### src/hdl/rbes_pkg.sv
// shared types and constants for the rtc calendar to elapsed seconds converter
package rbes_pkg;

  localparam int unsigned CfgIdxW  = 3;
  localparam int unsigned CfgDataW = 7;
  localparam int unsigned DnW      = 17;

  typedef enum logic [CfgIdxW-1:0] {
    CFG_REF_YEAR   = 3'd0,
    CFG_REF_MONTH  = 3'd1,
    CFG_REF_DAY    = 3'd2,
    CFG_BCD_MODE   = 3'd3,
    CFG_DST_ENABLE = 3'd4
  } cfg_idx_e;

  typedef struct packed {
    logic [6:0] ref_year;
    logic [3:0] ref_month;
    logic [4:0] ref_day;
    logic       bcd_mode;
    logic       dst_enable;
  } cfg_t;

  typedef struct packed {
    logic [7:0] seconds_byte;
    logic [7:0] minutes_byte;
    logic [7:0] hours_byte;
    logic [7:0] date_byte;
    logic [7:0] month_byte;
    logic [7:0] year_byte;
  } in_word_t;

  typedef enum logic [1:0] {
    DN_REF  = 2'd0,
    DN_READ = 2'd1,
    DN_LAST = 2'd2
  } dn_sel_e;

  typedef struct packed {
    logic    load;
    logic    dn_en;
    dn_sel_e dn_sel;
    logic    wday_en;
    logic    dst_en;
    logic    mul_en;
    logic    sum_en;
  } dp_cmd_t;

  typedef struct packed {
    logic out_stall;
  } dp_sts_t;

endpackage

### src/hdl/rbes_if.sv
// word channels for the converter: one reading in, one result out
interface rbes_in_if;
  logic       valid;
  logic       ready;
  logic [7:0] seconds_byte;
  logic [7:0] minutes_byte;
  logic [7:0] hours_byte;
  logic [7:0] date_byte;
  logic [7:0] month_byte;
  logic [7:0] year_byte;

  modport source (
    output valid, seconds_byte, minutes_byte, hours_byte, date_byte, month_byte, year_byte,
    input  ready
  );
  modport sink (
    input  valid, seconds_byte, minutes_byte, hours_byte, date_byte, month_byte, year_byte,
    output ready
  );
endinterface

interface rbes_out_if;
  logic        valid;
  logic        ready;
  logic [31:0] elapsed_seconds;
  logic        before_reference;

  modport source (
    output valid, elapsed_seconds, before_reference,
    input  ready
  );
  modport sink (
    input  valid, elapsed_seconds, before_reference,
    output ready
  );
endinterface

### src/hdl/rbes_cfg.sv
// configuration register file
module rbes_cfg import rbes_pkg::*; (
  input  logic                clk_i,
  input  logic                rst_ni,
  input  logic                cfg_we_i,
  input  logic [CfgIdxW-1:0]  cfg_idx_i,
  input  logic [CfgDataW-1:0] cfg_wdata_i,
  output cfg_t                cfg_o
);

  cfg_t cfg_q, cfg_d;

  always_comb begin
    cfg_d = cfg_q;
    if (cfg_we_i) begin
      case (cfg_idx_i)
        CFG_REF_YEAR:   cfg_d.ref_year   = cfg_wdata_i[6:0];
        CFG_REF_MONTH:  cfg_d.ref_month  = cfg_wdata_i[3:0];
        CFG_REF_DAY:    cfg_d.ref_day    = cfg_wdata_i[4:0];
        CFG_BCD_MODE:   cfg_d.bcd_mode   = cfg_wdata_i[0];
        CFG_DST_ENABLE: cfg_d.dst_enable = cfg_wdata_i[0];
        default:        cfg_d = cfg_q;
      endcase
    end
  end

  always_ff @(posedge clk_i or negedge rst_ni) begin
    if (!rst_ni) begin
      cfg_q.ref_year   <= 7'd0;
      cfg_q.ref_month  <= 4'd1;
      cfg_q.ref_day    <= 5'd1;
      cfg_q.bcd_mode   <= 1'b1;
      cfg_q.dst_enable <= 1'b0;
    end else begin
      cfg_q <= cfg_d;
    end
  end

  assign cfg_o = cfg_q;

endmodule

### src/hdl/rbes_dp.sv
// datapath: byte decode, shared day-number unit, weekday, summer time and seconds sum
module rbes_dp import rbes_pkg::*; (
  input  logic        clk_i,
  input  logic        rst_ni,
  input  dp_cmd_t     cmd_i,
  output dp_sts_t     sts_o,
  input  cfg_t        cfg_i,
  input  in_word_t    in_word_i,
  output logic        out_valid_o,
  input  logic        out_ready_i,
  output logic [31:0] elapsed_seconds_o,
  output logic        before_reference_o
);

  localparam logic [34:0] Recip7 = 35'd149797; // ceil(2^20 / 7)

  function automatic logic [7:0] decode(input logic [7:0] b, input logic bcd);
    logic [7:0] hi;
    logic [7:0] lo;
    hi = {4'b0, b[7:4]};
    lo = {4'b0, b[3:0]};
    return bcd ? 8'((hi << 3) + (hi << 1) + lo) : b;
  endfunction

  // 2000 + k for k below 256: only 2100 and 2200 break the four-year rule
  function automatic logic is_leap(input logic [7:0] k);
    return (k[1:0] == 2'b00) && (k != 8'd100) && (k != 8'd200);
  endfunction

  function automatic logic [6:0] leaps_before(input logic [7:0] y);
    logic [8:0] y3;
    y3 = {1'b0, y} + 9'd3;
    return y3[8:2] - 7'(y > 8'd100) - 7'(y > 8'd200);
  endfunction

  // days before month m; month 0 starts the year, months past 12 are 31 days
  function automatic logic [12:0] cum_days(input logic [7:0] m, input logic leap);
    logic [12:0] base;
    logic [12:0] mx;
    mx = 13'(m) - 13'd13;
    case (m)
      8'd0, 8'd1: base = 13'd0;
      8'd2:       base = 13'd31;
      8'd3:       base = 13'd59;
      8'd4:       base = 13'd90;
      8'd5:       base = 13'd120;
      8'd6:       base = 13'd151;
      8'd7:       base = 13'd181;
      8'd8:       base = 13'd212;
      8'd9:       base = 13'd243;
      8'd10:      base = 13'd273;
      8'd11:      base = 13'd304;
      8'd12:      base = 13'd334;
      8'd13:      base = 13'd365;
      default:    base = 13'd365 + (mx << 5) - mx;
    endcase
    return base + 13'(leap && (m >= 8'd3));
  endfunction

  logic [7:0] sec_q, min_q, hr_q, day_q, mon_q, yr_q;
  logic [DnW-1:0] dn_ref_q, dn_rd_q, dn_ls_q;
  logic [14:0] quot_q;
  logic        dst_q;
  logic signed [35:0] prod_q;
  logic signed [20:0] hms_q;
  logic        out_valid_q;
  logic [31:0] elapsed_q;
  logic        before_q;

  // shared day-number unit
  logic [7:0] op_y, op_m, op_d;
  logic [DnW-1:0] dn;

  always_comb begin
    case (cmd_i.dn_sel)
      DN_REF: begin
        op_y = {1'b0, cfg_i.ref_year};
        op_m = {4'b0, cfg_i.ref_month};
        op_d = {3'b0, cfg_i.ref_day};
      end
      DN_LAST: begin
        op_y = yr_q;
        op_m = mon_q;
        op_d = 8'd31;
      end
      default: begin
        op_y = yr_q;
        op_m = mon_q;
        op_d = day_q;
      end
    endcase
    dn = 17'({9'b0, op_y} * 17'd365) + 17'(leaps_before(op_y))
       + 17'(cum_days(op_m, is_leap(op_y))) + 17'(op_d);
  end

  // weekday of the month's 31st, 2000-01-01 being a saturday
  logic [DnW-1:0] wx;
  logic [34:0]    wprod;
  logic [DnW-1:0] wrem;
  logic [4:0]     last_sun;
  logic [7:0]     ls8;
  logic           summer;

  always_comb begin
    wx       = dn_ls_q + 17'd5;
    wprod    = {18'b0, wx} * Recip7;
    wrem     = wx - 17'({2'b0, quot_q} * 17'd7);
    last_sun = 5'd31 - {2'b0, wrem[2:0]};
    ls8      = {3'b0, last_sun};
    summer   = ((mon_q > 8'd3) && (mon_q < 8'd10))
            || ((mon_q == 8'd3)
                && ((day_q > ls8) || ((day_q == ls8) && (hr_q >= 8'd2))))
            || ((mon_q == 8'd10)
                && ((day_q < ls8) || ((day_q == ls8) && (hr_q < 8'd3))));
  end

  logic signed [17:0] days;
  logic [19:0]        hms_u;
  logic [36:0]        total;
  logic               sat;

  always_comb begin
    days  = $signed({1'b0, dn_rd_q}) - $signed({1'b0, dn_ref_q});
    hms_u = 20'(hr_q) * 20'd3600 + 20'(min_q) * 20'd60 + 20'(sec_q);
    total = {prod_q[35], prod_q} + {{16{hms_q[20]}}, hms_q};
    sat   = !total[36] && (|total[35:32]);
  end

  always_ff @(posedge clk_i) begin
    if (cmd_i.load) begin
      sec_q <= decode(in_word_i.seconds_byte, cfg_i.bcd_mode);
      min_q <= decode(in_word_i.minutes_byte, cfg_i.bcd_mode);
      hr_q  <= decode(in_word_i.hours_byte, cfg_i.bcd_mode);
      day_q <= decode(in_word_i.date_byte, cfg_i.bcd_mode);
      mon_q <= decode(in_word_i.month_byte, cfg_i.bcd_mode);
      yr_q  <= decode(in_word_i.year_byte, cfg_i.bcd_mode);
    end
    if (cmd_i.dn_en) begin
      case (cmd_i.dn_sel)
        DN_REF:  dn_ref_q <= dn;
        DN_READ: dn_rd_q  <= dn;
        DN_LAST: dn_ls_q  <= dn;
        default: dn_rd_q  <= dn;
      endcase
    end
    if (cmd_i.wday_en) begin
      quot_q <= wprod[34:20];
    end
    if (cmd_i.dst_en) begin
      dst_q <= cfg_i.dst_enable && summer;
    end
    if (cmd_i.mul_en) begin
      prod_q <= days * 18'sd86400;
      hms_q  <= $signed({1'b0, hms_u}) - (dst_q ? 21'sd3600 : 21'sd0);
    end
    if (cmd_i.sum_en) begin
      before_q  <= total[36];
      elapsed_q <= total[36] ? 32'd0 : (sat ? 32'hFFFF_FFFF : total[31:0]);
    end
  end

  always_ff @(posedge clk_i or negedge rst_ni) begin
    if (!rst_ni) begin
      out_valid_q <= 1'b0;
    end else if (cmd_i.sum_en) begin
      out_valid_q <= 1'b1;
    end else if (out_ready_i) begin
      out_valid_q <= 1'b0;
    end
  end

  assign sts_o.out_stall    = out_valid_q && !out_ready_i;
  assign out_valid_o        = out_valid_q;
  assign elapsed_seconds_o  = elapsed_q;
  assign before_reference_o = before_q;

endmodule

### src/hdl/rbes_ctrl.sv
// sequencer stepping one reading through the datapath
module rbes_ctrl import rbes_pkg::*; (
  input  logic    clk_i,
  input  logic    rst_ni,
  input  logic    in_valid_i,
  output logic    in_ready_o,
  input  dp_sts_t sts_i,
  output dp_cmd_t cmd_o
);

  typedef enum logic [2:0] {
    ST_IDLE,
    ST_DN_REF,
    ST_DN_READ,
    ST_DN_LAST,
    ST_WDAY,
    ST_DST,
    ST_MUL,
    ST_SUM
  } state_e;

  state_e state_q;
  logic   ready_q;

  always_ff @(posedge clk_i or negedge rst_ni) begin
    if (!rst_ni) begin
      state_q <= ST_IDLE;
      ready_q <= 1'b1;
    end else begin
      case (state_q)
        ST_IDLE: begin
          if (in_valid_i && ready_q) begin
            state_q <= ST_DN_REF;
            ready_q <= 1'b0;
          end
        end
        ST_DN_REF:  state_q <= ST_DN_READ;
        ST_DN_READ: state_q <= ST_DN_LAST;
        ST_DN_LAST: state_q <= ST_WDAY;
        ST_WDAY:    state_q <= ST_DST;
        ST_DST:     state_q <= ST_MUL;
        ST_MUL:     state_q <= ST_SUM;
        ST_SUM: begin
          // hold until the output register is free
          if (!sts_i.out_stall) begin
            state_q <= ST_IDLE;
            ready_q <= 1'b1;
          end
        end
        default: begin
          state_q <= ST_IDLE;
          ready_q <= 1'b1;
        end
      endcase
    end
  end

  always_comb begin
    cmd_o        = '0;
    cmd_o.dn_sel = DN_READ;
    case (state_q)
      ST_IDLE:    cmd_o.load = in_valid_i && ready_q;
      ST_DN_REF: begin
        cmd_o.dn_en  = 1'b1;
        cmd_o.dn_sel = DN_REF;
      end
      ST_DN_READ: cmd_o.dn_en = 1'b1;
      ST_DN_LAST: begin
        cmd_o.dn_en  = 1'b1;
        cmd_o.dn_sel = DN_LAST;
      end
      ST_WDAY:    cmd_o.wday_en = 1'b1;
      ST_DST:     cmd_o.dst_en = 1'b1;
      ST_MUL:     cmd_o.mul_en = 1'b1;
      ST_SUM:     cmd_o.sum_en = !sts_i.out_stall;
      default:    cmd_o.load = 1'b0;
    endcase
  end

  assign in_ready_o = ready_q;

endmodule

### src/hdl/rtc_bcd_to_elapsed_seconds_top.sv
// Converts one RTC calendar reading (BCD or binary bytes, years 2000 onwards) into the
// seconds elapsed since the configured reference date, removing one hour in European
// summer time when enabled; readings before the reference give zero with a flag, and
// results beyond 32 bits saturate. A new word is taken only after the last one is done:
// a fixed sequence of seven steps runs each reading through one shared
// day-number unit (reference date, reading, last day of the month for the weekday),
// then a weekday, summer-time, multiply and sum step. The result is written to the output
// register in the sum step, which waits while a stalled output still holds the last result.
// Configuration is written through cfg_we_i / cfg_idx_i / cfg_wdata_i while idle.
module rtc_bcd_to_elapsed_seconds_top import rbes_pkg::*; (
  input  logic                clk_i,
  input  logic                rst_ni,
  input  logic                cfg_we_i,
  input  logic [CfgIdxW-1:0]  cfg_idx_i,
  input  logic [CfgDataW-1:0] cfg_wdata_i,
  rbes_in_if.sink             in_i,
  rbes_out_if.source          out_o
);

  cfg_t     cfg;
  dp_cmd_t  cmd;
  dp_sts_t  sts;
  in_word_t in_word;

  assign in_word.seconds_byte = in_i.seconds_byte;
  assign in_word.minutes_byte = in_i.minutes_byte;
  assign in_word.hours_byte   = in_i.hours_byte;
  assign in_word.date_byte    = in_i.date_byte;
  assign in_word.month_byte   = in_i.month_byte;
  assign in_word.year_byte    = in_i.year_byte;

  rbes_cfg u_cfg (
    .clk_i       (clk_i),
    .rst_ni      (rst_ni),
    .cfg_we_i    (cfg_we_i),
    .cfg_idx_i   (cfg_idx_i),
    .cfg_wdata_i (cfg_wdata_i),
    .cfg_o       (cfg)
  );

  rbes_ctrl u_ctrl (
    .clk_i      (clk_i),
    .rst_ni     (rst_ni),
    .in_valid_i (in_i.valid),
    .in_ready_o (in_i.ready),
    .sts_i      (sts),
    .cmd_o      (cmd)
  );

  rbes_dp u_dp (
    .clk_i              (clk_i),
    .rst_ni             (rst_ni),
    .cmd_i              (cmd),
    .sts_o              (sts),
    .cfg_i              (cfg),
    .in_word_i          (in_word),
    .out_valid_o        (out_o.valid),
    .out_ready_i        (out_o.ready),
    .elapsed_seconds_o  (out_o.elapsed_seconds),
    .before_reference_o (out_o.before_reference)
  );

endmodule

### src/flat_wrapper.sv
// flat-port wrapper written by rule: the top's interface ports become plain ports
module rtc_bcd_to_elapsed_seconds_top_flat import rbes_pkg::*;
  (clk_i, rst_ni, cfg_we_i, cfg_idx_i, cfg_wdata_i, in_i_valid, in_i_seconds_byte, in_i_minutes_byte, in_i_hours_byte, in_i_date_byte, in_i_month_byte, in_i_year_byte, in_i_ready, out_o_valid, out_o_elapsed_seconds, out_o_before_reference, out_o_ready);
  rbes_in_if in_i_i ();
  rbes_out_if out_o_i ();
  input  logic clk_i;
  input  logic rst_ni;
  input  logic cfg_we_i;
  input  logic [CfgIdxW-1:0] cfg_idx_i;
  input  logic [CfgDataW-1:0] cfg_wdata_i;
  input wire logic [$bits(in_i_i.valid)-1:0] in_i_valid;
  input wire logic [$bits(in_i_i.seconds_byte)-1:0] in_i_seconds_byte;
  input wire logic [$bits(in_i_i.minutes_byte)-1:0] in_i_minutes_byte;
  input wire logic [$bits(in_i_i.hours_byte)-1:0] in_i_hours_byte;
  input wire logic [$bits(in_i_i.date_byte)-1:0] in_i_date_byte;
  input wire logic [$bits(in_i_i.month_byte)-1:0] in_i_month_byte;
  input wire logic [$bits(in_i_i.year_byte)-1:0] in_i_year_byte;
  output wire logic [$bits(in_i_i.ready)-1:0] in_i_ready;
  output wire logic [$bits(out_o_i.valid)-1:0] out_o_valid;
  output wire logic [$bits(out_o_i.elapsed_seconds)-1:0] out_o_elapsed_seconds;
  output wire logic [$bits(out_o_i.before_reference)-1:0] out_o_before_reference;
  input wire logic [$bits(out_o_i.ready)-1:0] out_o_ready;
  assign in_i_i.valid = in_i_valid;
  assign in_i_i.seconds_byte = in_i_seconds_byte;
  assign in_i_i.minutes_byte = in_i_minutes_byte;
  assign in_i_i.hours_byte = in_i_hours_byte;
  assign in_i_i.date_byte = in_i_date_byte;
  assign in_i_i.month_byte = in_i_month_byte;
  assign in_i_i.year_byte = in_i_year_byte;
  assign in_i_ready = in_i_i.ready;
  assign out_o_valid = out_o_i.valid;
  assign out_o_elapsed_seconds = out_o_i.elapsed_seconds;
  assign out_o_before_reference = out_o_i.before_reference;
  assign out_o_i.ready = out_o_ready;
  rtc_bcd_to_elapsed_seconds_top u_core (.clk_i(clk_i), .rst_ni(rst_ni), .cfg_we_i(cfg_we_i), .cfg_idx_i(cfg_idx_i), .cfg_wdata_i(cfg_wdata_i), .in_i(in_i_i), .out_o(out_o_i));
endmodule
### config.mk
export PLATFORM = sky130hd
export DESIGN_NAME = rtc_bcd_to_elapsed_seconds_top_flat
export DESIGN_NICKNAME = d
export VERILOG_FILES = /design/src/hdl/rbes_pkg.sv /design/src/hdl/rbes_if.sv /design/src/hdl/rbes_cfg.sv /design/src/hdl/rbes_dp.sv /design/src/hdl/rbes_ctrl.sv /design/src/hdl/rtc_bcd_to_elapsed_seconds_top.sv /design/src/flat_wrapper.sv
export SDC_FILE = /design/constraint.sdc
export NUM_CORES = 1
export LEC_CHECK = 0
export ABC_CLOCK_PERIOD_IN_PS = 9500
export CAP_MARGIN = 15
export CORE_ASPECT_RATIO = 1.4
export CORE_UTILIZATION = 25
export DETAILED_ROUTE_END_ITERATION = 10
export DONT_BUFFER_PORTS = 1
export GPL_TIMING_DRIVEN = 0
export PLACE_DENSITY = 0.38
export SYNTH_ARGS = -nofsm -noshare
export SYNTH_HDL_FRONTEND = slang
export SYNTH_SLANG_ARGS = --single-unit
### constraint.sdc
create_clock -name clk_i -period 9.5 [get_ports clk_i]
set_input_delay 0.95 -clock clk_i [delete_from_list [all_inputs] [get_ports clk_i]]
set_output_delay 0.95 -clock clk_i [all_outputs]
set_load 0.02 [all_outputs]
==> Word level (Yosys, flattened, before mapping) <==
Cells that the tools add are included.
Widths: inputs -> output; s select.
{ "word_totals": {"output_inout_bits": 35, "regBits": 221, "in_bits": 63} }
{ "classes": {"bitwise_logic": 1, "multipliers": 6, "n_reduce_logical": 40, "addsub": 30, "eq_ne": 32, "n_mux": 27, "n_lt_le_gt_ge": 9} }
{ "ops": {"columns": ["operator", "count"], "rows": [
  ["$pmux 13 s13", 1],
  ["$mux 8", 8],
  ["$eq 8x4->1 const B", 7],
  ["$add 7x5->8", 6],
  ["$add 8x4->8", 6],
  ["$add 36x21->37", 1],
  ["$mul 17x18->35 const B", 1],
  ["$eq 8x3->1 const B", 4],
  ["$mux 32", 1],
  ["$mul 18x11->29 const B", 1],
  ["$eq 8x2->1 const B", 3],
  ["$pmux 3 s8", 1],
  ["$sub 20x12->21", 1],
  ["$add 20x14->20", 1],
  ["$add 20x8->20", 1],
  ["$reduce_and 2->1", 9],
  ["$sub 17x17->18", 1],
  ["$add 17x13->17", 1],
  ["$add 17x3->17 const B", 1],
  ["$add 17x7->17", 1],
  ["$add 17x8->17", 1],
  ["$mul 8x9->17 const B", 1],
  ["$ge 8x2->1 const B", 2],
  ["$mul 8x8->16 const B", 1],
  ["44 further kinds", 84]
]} }

==> Longest topological paths before layout <==
Gate-level depths: netlist of run 1.
{ "logic_depth": {"depth_word": 11, "ltp_mapped": 35, "ltp_nobuf": 32} }

==> Modules after synthesis <==
A second synthesis of run 1 with hierarchy kept.
{ "hier_totals": {"cells_unflattened": 2345, "area_unflattened_um2": 24048.1} }
{ "by_module_without_submodules": {"columns": ["mod", "area_per_inst_um2", "seq_area_each_um2", "instances", "cells_each"], "rows": [
  ["rbes_dp", 23034.6, 5610.4, 1, 2273],
  ["rbes_cfg", 726.9, 454.2, 1, 41],
  ["rbes_ctrl", 286.5, 101.3, 1, 31]
]} }

==> Worst setup path before layout of run 1 <==
No wires, ideal clock.
{ "synth_path": {"kind": "reg-to-reg", "start": "register u_core.u_ctrl.state_q[2]", "end": "register u_core.u_dp.dn_ls_q[16] (data pin)", "path_stages_with_launch": 36, "n_path_buf": 3, "setup_slack_ns": 1.687, "required_time_ns": 9.300, "period_less_slack_ns": 7.813, "t_arrival_ns": 7.612, "setup_time_ns": 0.200, "cell_sequence": "dfrtp_1 -> buf_2 -> or3b_1 -> buf_4 -> inv_6 -> mux2i_1 -> or2_1 -> clkbuf_1 -> nand2_1 -> nand3_1 -> nand2_1 -> ha_1 -> inv_1 -> ha_1 -> nor2b_1 -> a221o_1 -> xnor2_1 -> o32a_1 -> nor2_1 -> xnor2_1 -> ha_1 -> inv_1 -> fa_1 -> inv_1 -> fa_1 -> fa_1 -> inv_1 -> fa_1 -> inv_1 -> ha_1 -> nor2_1 -> a21oi_1 -> a41o_1 -> nor4_1 -> nor2_1 -> a211oi_1"} }
{ "synth_between": {"elab_chain_len": 11} }
{ "synth_lines": {"columns": ["element", "line_no", "rtl"], "rows": [
  ["start: declaration", "rbes_ctrl.sv:22", "state_e state_q;"],
  ["start signal: assignment", "rbes_ctrl.sv:27", "state_q <= ST_IDLE;"],
  ["start signal: assignment", "rbes_ctrl.sv:33", "state_q <= ST_DN_REF;"],
  ["start signal: assignment", "rbes_ctrl.sv:37", "ST_DN_REF: state_q <= ST_DN_READ;"],
  ["$eq 3x2->1 or $eq 3x1->1 (tied branches)", "rbes_ctrl.sv:61", "case (state_q)"],
  ["$pmux 2 s2 *", "rbes_ctrl.sv:61", null],
  ["$logic_not 2->1", "rbes_dp.sv:75", "case (cmd_i.dn_sel)"],
  ["$mux 8", "rbes_dp.sv:75", null],
  ["$sub 8x4->9 (tied with other cells)", "rbes_dp.sv:40", "mx = 13'(m) - 13'd13;"],
  ["$add 9x13->13 or $logic_and 1x1->1 (tied branches)", "rbes_dp.sv:55, rbes_dp.sv:27", null],
  ["$sub 13x13->13 or $logic_and 1x1->1 (tied branches)", "rbes_dp.sv:55, rbes_dp.sv:27", null],
  ["$pmux 13 s13 or $logic_and 1x1->1 (tied branches)", "rbes_dp.sv:41, rbes_dp.sv:57", null],
  ["$add 13x1->13", "rbes_dp.sv:57", "return base + 13'(leap && (m >= 8'd3));"],
  ["$add 17x13->17", "rbes_dp.sv:93", "+ 17'(cum_days(op_m, is_leap(op_y))) + 17'(op_d);"],
  ["$add 17x8->17 *", "rbes_dp.sv:93", null],
  ["net u_core.u_dp.dn[16]", "rbes_dp.sv:72", "logic [DnW-1:0] dn;"],
  ["end signal: assignment", "rbes_dp.sv:142", "DN_LAST: dn_ls_q <= dn;"],
  ["end: declaration", "rbes_dp.sv:61", "logic [DnW-1:0] dn_ref_q, dn_rd_q, dn_ls_q;"]
]} }
The timed path passes the listed nets; every way through them passes the cells marked *.
A chain may end at the register's enable or synchronous reset.

==> Worst setup path in the final report of run 1 <==
Same ends and word-level chain as after synthesis.

==> out/qor.csv, run 1 <==
stage,metric,value,unit
run_status,status,"finished, final reports clean",
layout,fin_area,26500,um^2
worst_setup_path,r2r_slack,0.68,ns
timing,rsz0062_at_grt,false,
min_path,min_path_type,primary input to asynchronous set/reset pin,
placement,placed_cell_area,25600,um^2
drt,antenna_left,0,
logic_synthesis,synth_fp_nets,2987,
drt,finalWirelength,56.7,mm
placement,port-buffer-count,0,
die,start_util,25.4,%
worst_setup_path,slowest_delay,0.56,ns
worst_setup_path,rr_worst_depth,35,
die,rows,133,
logic_synthesis,synth-edff-count,186,
die,fp.dieW,263,um
clock_network,htree_levels,1,
layout,nNetsFinal,3028,
drt,drc,0,
timing,setup_viol,0,
timing,relSlewSlack,29.1,%
layout,drive_above_1_share,6.62,%
placement,place_hpwl,49.4,mm
logic_synthesis,synth-seq-cells,209,
worst_setup_path,worstSetupPathType,flop to flop,
worst_setup_path,path_common_cell,inv_1,
timing,fmax,0.113,GHz
layout,diodes,0,
die,core-area,94400,um^2
logic_synthesis,synthTopCellsByArea,"edfxtp_1 23%, ha_1 22%, fa_1 15%",
global_routing,grt_max_degree,34,
worst_setup_path,worstReg2RegStart,u_core.u_ctrl.state_q[2]$_DFFE_PN0P_,
worst_setup_path,critPathRequiredTime,9.83,ns
logic_synthesis,yosys.area.top_type_share,23.3,%
timing,slew_violations,0,
logic_synthesis,syn_avg_cell_area,10.3,um^2
clock_network,root_buffer,clkbuf_16,
timing,worstMarginPinSlew,1.05,ns
worst_setup_path,rr_endpoint,u_core.u_dp.dn_ls_q[16]$_DFFE_PP_,
drt,met1_length,23.2,mm
clock_network,hold_buffers,0,
drt,vias,16000,
timing,finalCriticalPeriod,8.82,ns
worst_setup_path,cp_num_buf_inv,9,
layout,syn2layout_area_growth,10.9,%
layout,final_cells,3603,
layout,final_cell_mix,"422 x ha_1, 416 x inv_1, 186 x edfxtp_1",
worst_setup_path,arrival,9.15,ns
clock_network,cts_buffers,29,
worst_setup_path,critPathSlowestCell,fa_1,
global_routing,grt_pass1_wl,92.1,mm
timing,post-route-period-util,92.8,%
die,io_pins,98,
logic_synthesis,yosys_warnings,0,
timing,skew,0.0164,ns
placement,place_congestion,0.831,
clock_network,cts_max_path_buffers,3,
drt,met2_length,31.0,mm
worst_setup_path,path_delay_family,adder cells,
worst_setup_path,cp_max_fo,10,
drt,route.met3.wl,1.29,mm
clock_network,cts.clk_slew.worst_paths,0.06,ns
clock_network,cts_tree,done,
logic_synthesis,synthArstFlopShare,11.0,%
global_routing,antenna_found_initial,3,
drt,via_per_inst,4.45,
clock_network,clock_sinks,209,
logic_synthesis,yosys.area.top_type,edfxtp_1,
worst_setup_path,critPathLaunchType,flop,
die,die-area,97000,um^2
flow_run,drv_cap,0,
logic_synthesis,syn_inst,2324,
worst_setup_path,endpoint_kind,flop,
placement,post-place-cells,3549,
timing,final_hold_viol_count,0,
drt,dr.pass1.iters,5,
global_routing,grt_usage,11.9,%
logic_synthesis,syn_area,23900,um^2
drt,first_iter_violations,456,
global_routing,overflow,0,
drt,wire_per_inst,15.7,um
logic_synthesis,yosysUniqueCellTypes,84,
global_routing,grt_pass1_vias,17300,
clock_network,clk_latency,0.56,ns
drt,dr.max_layer_used,met5,
timing,tns,0,ns
logic_synthesis,synth_ff_type,edfxtp_1,
logic_synthesis,ys_seq_area_share,25.8,%
die,chipHeight,368,um
layout,final_common_cell,ha_1,
==> logic make-up (layout without fill, tap and decap cells) <==
kind of cell / after synthesis / count (layout) / synth area share [%]
AOI/OAI and AO/OA: 432 / 432 / 11.8
and+or+nand+nor: 379 / 379 / 8.07
DFF: 209 / 209 / 25.8
muxes: 66 / 66 / 3.10
xor gates and xnor gates: 192 / 192 / 7.03
adders and majority gates: 600 / 600 / 37.0
buffers and inverters: 446 / 510 / 7.22
==> how the worst max path moves through the flow <==
stage | start | cells past startpoint | endpoint | slack [ns]
finish | u_core.u_ctrl.state_q[2]$_DFFE_PN0P_ | 35 | u_core.u_dp.dn_ls_q[16]$_DFFE_PP_ | 0.68
global route | u_core.u_ctrl.state_q[2]$_DFFE_PN0P_ | 35 | u_core.u_dp.dn_ls_q[16]$_DFFE_PP_ | 0.17
CTS | u_core.u_ctrl.state_q[2]$_DFFE_PN0P_ | 32 | u_core.u_dp.dn_ls_q[16]$_DFFE_PP_ | 0.32
detailed placement | u_core.u_ctrl.state_q[2]$_DFFE_PN0P_ | 32 | u_core.u_dp.dn_rd_q[16]$_DFFE_PP_ | 0.35
global placement | u_core.u_ctrl.state_q[2]$_DFFE_PN0P_ | 32 | u_core.u_dp.dn_rd_q[16]$_DFFE_PP_ | 0.40
floorplan | u_core.u_ctrl.state_q[2]$_DFFE_PN0P_ | 35 | u_core.u_dp.dn_ls_q[16]$_DFFE_PP_ | 1.69
==> cell usage after synthesis, drive strengths merged, types with 4 or more instances <==
| cell type | number |
|---|---|
| a2111oi | 6 |
| a211oi | 47 |
| a21boi | 6 |
| a21o | 45 |
| a21oi | 139 |
| a31o | 5 |
| a31oi | 13 |
| and2 | 6 |
| and3 | 13 |
| buf | 11 |
| clkbuf | 17 |
| dfrtp | 19 |
| dfstp | 4 |
| edfxtp | 186 |
| fa | 178 |
| ha | 422 |
| inv | 417 |
| mux2 | 48 |
| mux2i | 18 |
| nand2 | 76 |
| nand2b | 25 |
| nand3 | 30 |
| nand3b | 5 |
| nand4 | 13 |
| nor2 | 99 |
| nor2b | 35 |
| nor3 | 27 |
| nor3b | 6 |
| nor4 | 8 |
| nor4b | 4 |
| o211ai | 8 |
| o21a | 15 |
| o21ai | 78 |
| o21bai | 14 |
| o22a | 4 |
| o22ai | 7 |
| o31a | 10 |
| o31ai | 4 |
| or2 | 13 |
| or3 | 7 |
| xnor2 | 139 |
| xor2 | 53 |
==> worst register-to-register path: cells and delay by family, from the launching register on <==
| kind | cells | cell delay, ns |
|---|---|---|
| xor gates and xnor gates | 2 | 0.25 |
| buffers and inverters | 9 | 0.95 |
| muxes | 1 | 0.55 |
| DFF | 1 | 0.35 |
| and+or+nand+nor | 10 | 1.69 |
| adders and majority gates | 8 | 3.31 |
| AOI/OAI and AO/OA | 5 | 1.49 |
==> layout make-up <==
type | count | area (um^2)
multi-input cells | 1669 | 16100
clock buffers | 32 | 737
flip-flops and latches | 209 | 6170
plain buffers | 28 | 153
fillers | 9829 | 67800
inverters | 418 | 1570
well taps | 1215 | 1520
clock inverters | 22 | 180
repair buffers | 10 | 128
==> metal layers <==
metal  global-route usage (%)  up-vias
li1                         -     8103
met1                     13.1     7656
met3                     1.40       67
met2                     23.9      197
met5                        0        -
met4                     2.37        2
==> timing repair <==
action | 4_1_cts | 5_1_grt
gates resized for setup | 0 | 3
buffers inserted | 0 | 0
setup endpoints to repair | 0 | 3
endpoints found under the hold margin | 0 | 0
==> registers in the layout, summed over array words and instances, names as in the netlist, 3 cells and up <==
signal	count
u_core.u_dp.sec_q	8
u_core.u_dp.dn_ls_q	17
u_core.u_dp.dn_ref_q	17
u_core.u_dp.mon_q	8
u_core.u_dp.yr_q	8
u_core.u_dp.hms_q	21
u_core.u_dp.prod_q	29
u_core.u_dp.hr_q	8
u_core.u_ctrl.state_q	3
u_core.u_dp.day_q	8
u_core.u_cfg.cfg_o	18
u_core.u_dp.elapsed_seconds_o	32
u_core.u_dp.quot_q	3
u_core.u_dp.dn_rd_q	17
u_core.u_dp.min_q	8
==> stage by stage <==
stage	util (%)	hold WS, ns	setup WS [ns]
global route	28.1	0.0476	0.174
finish	28.1	0.0838	0.682
CTS	28.1	0.0470	0.321
floorplan	-	0.400	1.69
detailed placement	27.1	0.405	0.350
global placement	27.0	0.409	0.405
Power of run 1 is left out: the tool's default activity adds up to more than one toggle a clock period on the data nets, which glitch-free logic cannot reach.
==> run 2: changes to the inputs <==
GPL_TIMING_DRIVEN = not set   (was 0)
==> run 2 against run 1 <==
Compared with the run above: sequential share of layout area rose by 0.20 points; via count fell by 0.24%; hold slack got worse by 0.017 ns; routed wire length rose by 0.52%; critical path depth fell by 3; cell area fell by 0.87%; maximum frequency rose by 3.4%; clock-buffer cell count rose by 2; utilization fell by 0.24 points; sequential cell count did not move; largest cell class unchanged; highest routed layer is now met4.
==> out/qor.csv, run 2 (synthesis gave the netlist of run 1 again) <==
stage,metric,value,unit
layout,largest_reg_flops,32,
global_routing,grt_usage,11.9,%
timing,setup_viol,0,
drt,dr.pass1.iters,5,
layout,nNetsFinal,3001,
timing,finalCriticalPeriod,8.53,ns
worst_setup_path,worstSetupPathType,flop to flop,
die,start_util,25.4,%
worst_setup_path,crit_start,u_core.u_ctrl.state_q[0]$_DFFE_PN0P_,
drt,finalWirelength,57.0,mm
timing,relSlewSlack,29.6,%
global_routing,met2_usage,22.9,%
run_status,status,"finished, final reports clean",
global_routing,overflow,0,
flow_run,drv_cap,0,
timing,final_hold_viol_count,0,
global_routing,top_usage_layer,met2,
placement,place_hpwl,49.3,mm
drt,wire_per_inst,16.0,um
worst_setup_path,path_common_cell,inv_1,
die,io_pins,98,
die,fp.dieW,263,um
layout,multi_input_area,16100,um^2
global_routing,gr-usage-met3,1.34,%
worst_setup_path,arrival,8.87,ns
clock_network,root_buffer,clkbuf_16,
timing,holdWs,0.0669,ns
die,die-area,97000,um^2
drt,vias,16000,
worst_setup_path,endpoint_kind,flop,
layout,final_cell_mix,"422 x ha_1, 416 x inv_1, 186 x edfxtp_1",
drt,first_iter_violations,544,
placement,place_congestion,0.817,
drt,antenna_left,0,
die,rows,133,
layout,final_cells,3575,
timing,fmax,0.117,GHz
worst_setup_path,cp_max_fo,23,
clock_network,cts_tree,done,
clock_network,cts_buffers,28,
global_routing,grt_pass1_wl,91.6,mm
worst_setup_path,critPathLaunchType,flop,
worst_setup_path,rr_worst_depth,32,
timing,slew_violations,0,
min_path,min_path_type,primary input to asynchronous set/reset pin,
global_routing,grt_pass1_vias,17100,
clock_network,cts_setup_buffers,0,
placement,post-place-cells,3523,
clock_network,post_cts_resized,0,
clock_network,cts.clk_slew.worst_paths,0.06,ns
global_routing,gr-usage-met1,13.1,%
placement,port-buffer-count,0,
timing,skew,0.0254,ns
timing,worstMarginPinSlew,1.05,ns
timing,tns,0,ns
worst_setup_path,r2r_slack,0.97,ns
clock_network,cts_max_path_buffers,3,
global_routing,antenna_found_initial,3,
layout,drive_above_1_share,6.11,%
layout,syn2layout_area_growth,9.95,%
drt,drc,0,
worst_setup_path,critPathSlowestCell,dfrtp_1,
layout,final_common_cell,ha_1,
layout,register_area,6170,um^2
global_routing,grt_max_degree,51,
die,chipHeight,368,um
clock_network,htree_levels,1,
worst_setup_path,slowest_delay,0.56,ns
worst_setup_path,critPathRequiredTime,9.84,ns
drt,via_per_inst,4.47,
clock_network,clk_latency,0.58,ns
timing,rsz0062_at_grt,false,
clock_network,clock_sinks,209,
die,core-area,94400,um^2
timing,post-route-period-util,89.8,%
worst_setup_path,rr_endpoint,u_core.u_dp.dn_ls_q[16]$_DFFE_PP_,
worst_setup_path,worstReg2RegStart,u_core.u_ctrl.state_q[0]$_DFFE_PN0P_,
clock_network,hold_buffers,0,
layout,fillers,9827,
==> run 2: cell count changes in the layout (fill, tap and decap cells not counted), sizes merged <==
cell	delta
buf	-9
clkinv	-2
clkbuf	-15
inv	-2
diode	+2
clkinvlp	-2
==> run 2: cell type report <==
type	instances	share of cell area, %
diodes	2	0.0190
clock buffers	34	2.79
well taps	1215	5.78
clock inverters	16	0.537
repair buffers	12	0.342
flip-flops and latches	209	23.4
multi-input cells	1669	61.1
inverters	418	5.98
==> run 2: worst max-delay path: cells and delay by family, from the launching register on <==
family                     cells  cell delay, ns
muxes                          1            0.25
DFF                            1            0.56
AOI/OAI and AO/OA              6            1.54
adders and majority gates      8            3.29
buffers and inverters          6            0.51
xor gates and xnor gates       2            0.28
and+or+nand+nor                9            1.83
==> run 2: routing by layer <==
metal | wire length, um | up-vias
li1 | - | 8048
met1 | 23500 | 7652
met2 | 30100 | 212
met3 | 1500 | 74
met4 | 1990 | 0
met5 | 0 | -
==> run 2: worst max path at each step <==
stage	end	slack [ns]	cells after the start
6_report	u_core.u_dp.dn_ls_q[16]$_DFFE_PP_	0.97	32
5_1_grt	u_core.u_dp.dn_ls_q[16]$_DFFE_PP_	0.42	32
4_1_cts	u_core.u_dp.dn_ls_q[16]$_DFFE_PP_	0.87	30
3_5_place_dp	u_core.u_dp.dn_ls_q[16]$_DFFE_PP_	0.91	30
3_3_place_gp	u_core.u_dp.dn_ls_q[16]$_DFFE_PP_	1.09	32
2_1_floorplan	u_core.u_dp.dn_ls_q[16]$_DFFE_PP_	1.69	35
==> run 2: per-stage QoR <==
| stage | setup slack (ns) | util [%] | cell area, um^2 |
|---|---|---|---|
| floorplan | 1.69 | - | 23900 |
| global placement | 1.09 | 26.9 | 25400 |
| detailed placement | 0.907 | 26.9 | 25400 |
| CTS | 0.866 | 27.9 | 26300 |
| global route | 0.422 | 27.9 | 26300 |
| finish | 0.971 | 27.9 | 26300 |
Power of run 2 is left out for the same reason.
